$ cat config.mk
export PLATFORM = sky130hd
export DESIGN_NAME = ilid_cell
export DESIGN_NICKNAME = d
export VERILOG_FILES = /design/src/hdl/ilid_pkg.sv /design/src/hdl/ilid_cell.sv
export SDC_FILE = /design/constraint.sdc
export NUM_CORES = 1
export LEC_CHECK = 0
export BUFFER_PORTS_ARGS = -buffer_cell sky130_fd_sc_hd__buf_2
export CORE_MARGIN = 8
export CORE_UTILIZATION = 36
export CTS_CLUSTER_SIZE = 14
export DETAILED_ROUTE_END_ITERATION = 7
export PLACE_DENSITY = 0.84
export SKIP_CTS_REPAIR_TIMING = 1
export SLEW_MARGIN = 20
export SYNTH_ARGS = -nofsm -noshare
export SYNTH_HDL_FRONTEND = slang
export SYNTH_SLANG_ARGS = --single-unit
$ cat constraint.sdc
create_clock -name i_clk -period 2.9 [get_ports i_clk]
set_input_delay 0.87 -clock i_clk [delete_from_list [all_inputs] [get_ports i_clk]]
set_output_delay 0.87 -clock i_clk [all_outputs]
set_load 0.03 [all_outputs]
$ cat src/hdl/ilid_pkg.sv
// Shared types, sizes and codes for the indexed list block.
// No dependencies; used by every module under hdl.
`timescale 1ns / 1ps

package ilid_pkg;

    // List size and derived widths
    localparam int CAPACITY  = 64;
    localparam int POS_W     = 8;
    localparam int DATA_W    = 32;
    localparam int COUNT_W   = 7;
    localparam int CNT_W     = $clog2(CAPACITY + 1);
    localparam int CMP_W     = (CNT_W > POS_W) ? CNT_W : POS_W;
    localparam int GROUP     = 8;
    localparam int NGROUPS   = (CAPACITY + GROUP - 1) / GROUP;

    // Operation codes
    localparam logic [2:0] OP_READ      = 3'd0;
    localparam logic [2:0] OP_INS_HEAD  = 3'd1;
    localparam logic [2:0] OP_INS_TAIL  = 3'd2;
    localparam logic [2:0] OP_INS_AT    = 3'd3;
    localparam logic [2:0] OP_DELETE    = 3'd4;

    // Status codes
    localparam logic [1:0] ST_DONE    = 2'd0;
    localparam logic [1:0] ST_BAD_POS = 2'd1;
    localparam logic [1:0] ST_FULL    = 2'd2;

    typedef logic signed [DATA_W-1:0] t_data;
    typedef logic [POS_W-1:0]         t_pos;
    typedef logic [CNT_W-1:0]         t_cnt;

    // Input item
    typedef struct packed {
        logic [2:0]  op;
        t_pos        position;
        t_data       value;
    } t_item;

    // Result item
    typedef struct packed {
        t_data               read_value;
        logic [1:0]          status;
        logic [COUNT_W-1:0]  count;
    } t_result;

    // Command broadcast to every cell of the row
    typedef struct packed {
        logic  ins;
        logic  del;
        logic  rd;
        t_pos  pos;
    } t_cmd;

endpackage

$ cat src/hdl/ilid_cell.sv
// One storage cell of the list row: holds a single entry and trades it with
// its neighbors on insert and delete. Depends on ilid_pkg.
`timescale 1ns / 1ps

module ilid_cell (
    input  logic            i_clk,
    input  ilid_pkg::t_pos  i_idx,
    input  ilid_pkg::t_cmd  i_cmd,
    input  ilid_pkg::t_data i_value,
    input  ilid_pkg::t_data i_lo,
    input  ilid_pkg::t_data i_hi,
    output ilid_pkg::t_data o_data,
    output ilid_pkg::t_data o_rd
);

    ilid_pkg::t_data r_data;
    ilid_pkg::t_data n_data;

    // Insert pulls from the lower neighbor, delete from the upper one
    always_comb begin
        n_data = r_data;
        if (i_cmd.ins) begin
            if (i_idx > i_cmd.pos) begin
                n_data = i_lo;
            end else if (i_idx == i_cmd.pos) begin
                n_data = i_value;
            end
        end else if (i_cmd.del && (i_idx >= i_cmd.pos)) begin
            n_data = i_hi;
        end
    end

    always_ff @(posedge i_clk) begin
        r_data <= n_data;
    end

    assign o_data = r_data;

    // Masked contribution to the read OR-tree
    assign o_rd = (i_cmd.rd && (i_idx == i_cmd.pos)) ? r_data : '0;

endmodule

==> summary by stage <==
Synthesis
The number of different library cells used by synthesis comes to 22. The post-synthesis area per instance is around 8.9 um^2. When the netlist entered floorplanning its net count stood at ~370. The share of the Yosys chip area taken by registers is 0.431.

In this run, synthesis produced a sequential element count of 32. During synthesis, Yosys emitted a total of 0 warnings. Synthesis produced approximately 250 cells. In this run the cell area of the synthesized design comes to about 0.0022 mm^2.

STA
Counting I/O delays and the setup requirement, the final critical path takes about 3 ns. The smallest setup slack after layout is -0.128 ns. Setup repair after global routing could not meet its margin everywhere. The actual slew at the worst max-slew pin is 0.667 ns. Summed over all failing endpoints, the final setup total negative slack is -2.58 ns.

Static timing analysis puts the maximum clock frequency at approximately 330 MHz. The hold violation total from the final report is 0. The number of max-slew violations in the final report is 0. The total of endpoints with negative setup slack in the final report is 32.

The ratio of final minimum period to clock period is 1.04. In this run the tightest slew margin relative to its limit is 0.554.

Global route
The first global-routing pass estimated ~13000 um of wire. The initial antenna violation count came to 0. The via count of the first global-routing pass is roughly 2600. In the global route stage, overall resource usage came out at 0.175. The remaining global-route overflow is 0.

Entering global routing, the biggest net connects 35 pins.

Pwr
The part of the total power dissipated in combinational logic is 0.369. The power per standard cell area is just under 400 mW/mm^2. The worst-case vdd ir drop is about 0.00023 V. The internal power of the cells totals approximately 0.00097 W. Of the total power, the share spent switching nets is 0.355. The share of total power dissipated in the clock network is 0.200. The sequential cell fraction of total power is 0.430. The post-route total power is between 0.001 and 0.0015 W. The analysis attributes to net switching a power of between 0.0005 and 0.0006 W. In this run the static leakage power is approximately 1.7 nW.

Final layout
0 antenna diodes ended up in the layout. The filler cell count in the final layout is a little under 500. Across the whole layout, storage elements account for around 960 um^2. After routing the design area is 0.00386 mm^2.

For this run, the post-layout net count is approximately 550. Summing all multi-input logic gate instances after layout gives 0.00134 mm^2. In the final layout, the share of cells above drive strength 1 is 0.587. The most frequent standard cell in the layout excluding fill and tap cells is buf_2.

The layout overhead on the synthesized area is 73.4%. The post-route non-filler standard cell count is 504. The library cells used most frequently in the layout, excluding fill and tap cells, are buf_2, buf_6, a31oi_1. The register with the most flip-flops in the layout has 32 of them.

Floorplanning
The initial utilization of the core area, before any placement, comes to 0.374. The total core area is 0.00596 mm^2. The floorplan step set the die height to roughly 95 um. The die boundary width is between 90 and 100 um. The floorplan step defined a die boundary enclosing approximately 0.009 mm^2. The floorplan has 28 rows.

The number of ports placed on the die boundary is between 150 and 200.

Detailed routing
The number of detailed-route iterations in the first pass is 4. The number of DRC markers after the initial detailed-route iteration is between 100 and 150. The highest signal layer in the routed design is met4.

The total detailed-routing wirelength is roughly 8500 um. For this run, design rule violations remaining after detail routing come to 0. The total number of vias is 2645. The average vias per placed instance is approximately 5.2. Summed over all nets, wire length on met3 after detailed routing comes to about 800 um. After detailed routing, the wire length on met1 is around 3200 um. In the final routed layout, each cell accounts on average for about 17 um. Summed over all nets, wire length on met2 after detailed routing comes to ~4500 um. The remaining number of nets flagged by the antenna check after routing is 0.

Clock network
The number of CTS-inserted buffers is 5. The number of clock sinks is 32. The clock root buffer is clkbuf_8. TritonCTS built the clock tree. The clock tree synthesis step divided the H-tree into 2 levels. The buffer depth of the longest clock path is 2. After clock tree synthesis, the clock-pin slew on the worst setup and hold paths is 0.06 ns.

Worst hold path
The start point of the worst hold path is i_hi[16]. The path class of the tightest hold or removal check is in2reg.

Worst setup path
The arrival time of the worst setup path is approximately 2.2 ns. The worst setup path is launched from an input pin. The startpoint of the worst setup timing path is i_cmd[2].

The worst setup path is captured at a primary output. Along the worst path, the maximum fanout reaches 5. The worst endpoint required time is 2.03 ns. By startpoint and endpoint, the worst setup path is classified as in2out.

Placement
The post-place instance area is 0.00346 mm^2. Routability-driven placement finished with a final weighted congestion of about 0.85. Buffers placed on the I/O ports in this run total approximately 180. The HPWL after detailed placement is approximately 6700 um. The placed instance count is between 400 and 500. The setup slack at placement is -0.230 ns.

Outcome
The run finished, with violations left. The final reports fail on negative setup slack.

Flow run
The number of max-capacitance violations reported is 0.
## per-stage QoR
stage	utilization	hold slack, ns
after floorplan	-	1.12
after global placement	0.582	1.21
after detailed placement	0.582	1.22
after CTS	0.594	0.928
after global routing	0.649	0.941
final	0.649	0.937
## metal layers
metal  up-vias  global-route usage
li1       1295                   -
met1      1203               0.198
met2       137               0.313
met3        10              0.0437
met4         0              0.0559
met5         -                   0
## cell usage after synthesis, drive strengths merged
master | instances | area (um^2)
a31oi | 33 | 206
nor2 | 33 | 131
and3 | 32 | 200
ha | 8 | 100
nand3 | 32 | 160
inv | 8 | 30.0
clkbuf | 13 | 48.8
a211oi | 1 | 20.0
a21oi | 3 | 15.0
buf | 12 | 97.6
o211ai | 1 | 12.5
nor2b | 2 | 17.5
o22a | 1 | 8.76
nand2 | 1 | 3.75
a211o | 1 | 17.5
nand4 | 2 | 27.5
o21ai | 34 | 170
edfxtp | 32 | 961
## cell families after synthesis
| logic type | share of synthesized area |
|---|---|
| adder cells (fa/ha/maj) | 0.0449 |
| buffers and inverters | 0.0792 |
| AO/OA/AOI/OAI | 0.202 |
| AND/OR/NAND/NOR | 0.243 |
| flip-flops | 0.431 |
## power by group through the flow
stage	Sequential (W)	Clock (W)	Combinational [W]
after floorplan	0.000792	0	0.000189
after global placement	0.000650	0	0.000527
after detailed placement	0.000654	0	0.000540
after CTS	0.000645	0.000314	0.000541
after global routing	0.000654	0.000332	0.000595
final	0.000644	0.000300	0.000553
## path summary, 6_finish.rpt
path                     end  slack (ns)  depth (start not counted)
setup / recovery    o_rd[21]       -0.13                          9
hold / removal    o_data[16]        0.94                          3
## layout make-up
class / count / share of cell area
flip-flops and latches: 32 / 0.249
well taps: 75 / 0.0243
inverters: 8 / 0.00907
repair buffers: 198 / 0.352
clock buffers: 5 / 0.0178
clock inverters: 2 / 0.00194
multi-input cells: 184 / 0.346
## critical path, stage by stage
cell and delay [ns]:
buf_6 0.08, inv_4 0.03, ha_4 0.25, nand4_1 0.17, nor2_4 0.20, buf_6 0.13
clkbuf_16 0.12, and3_4 0.18, buf_6 0.13
(Power assumes the default switching activity.)
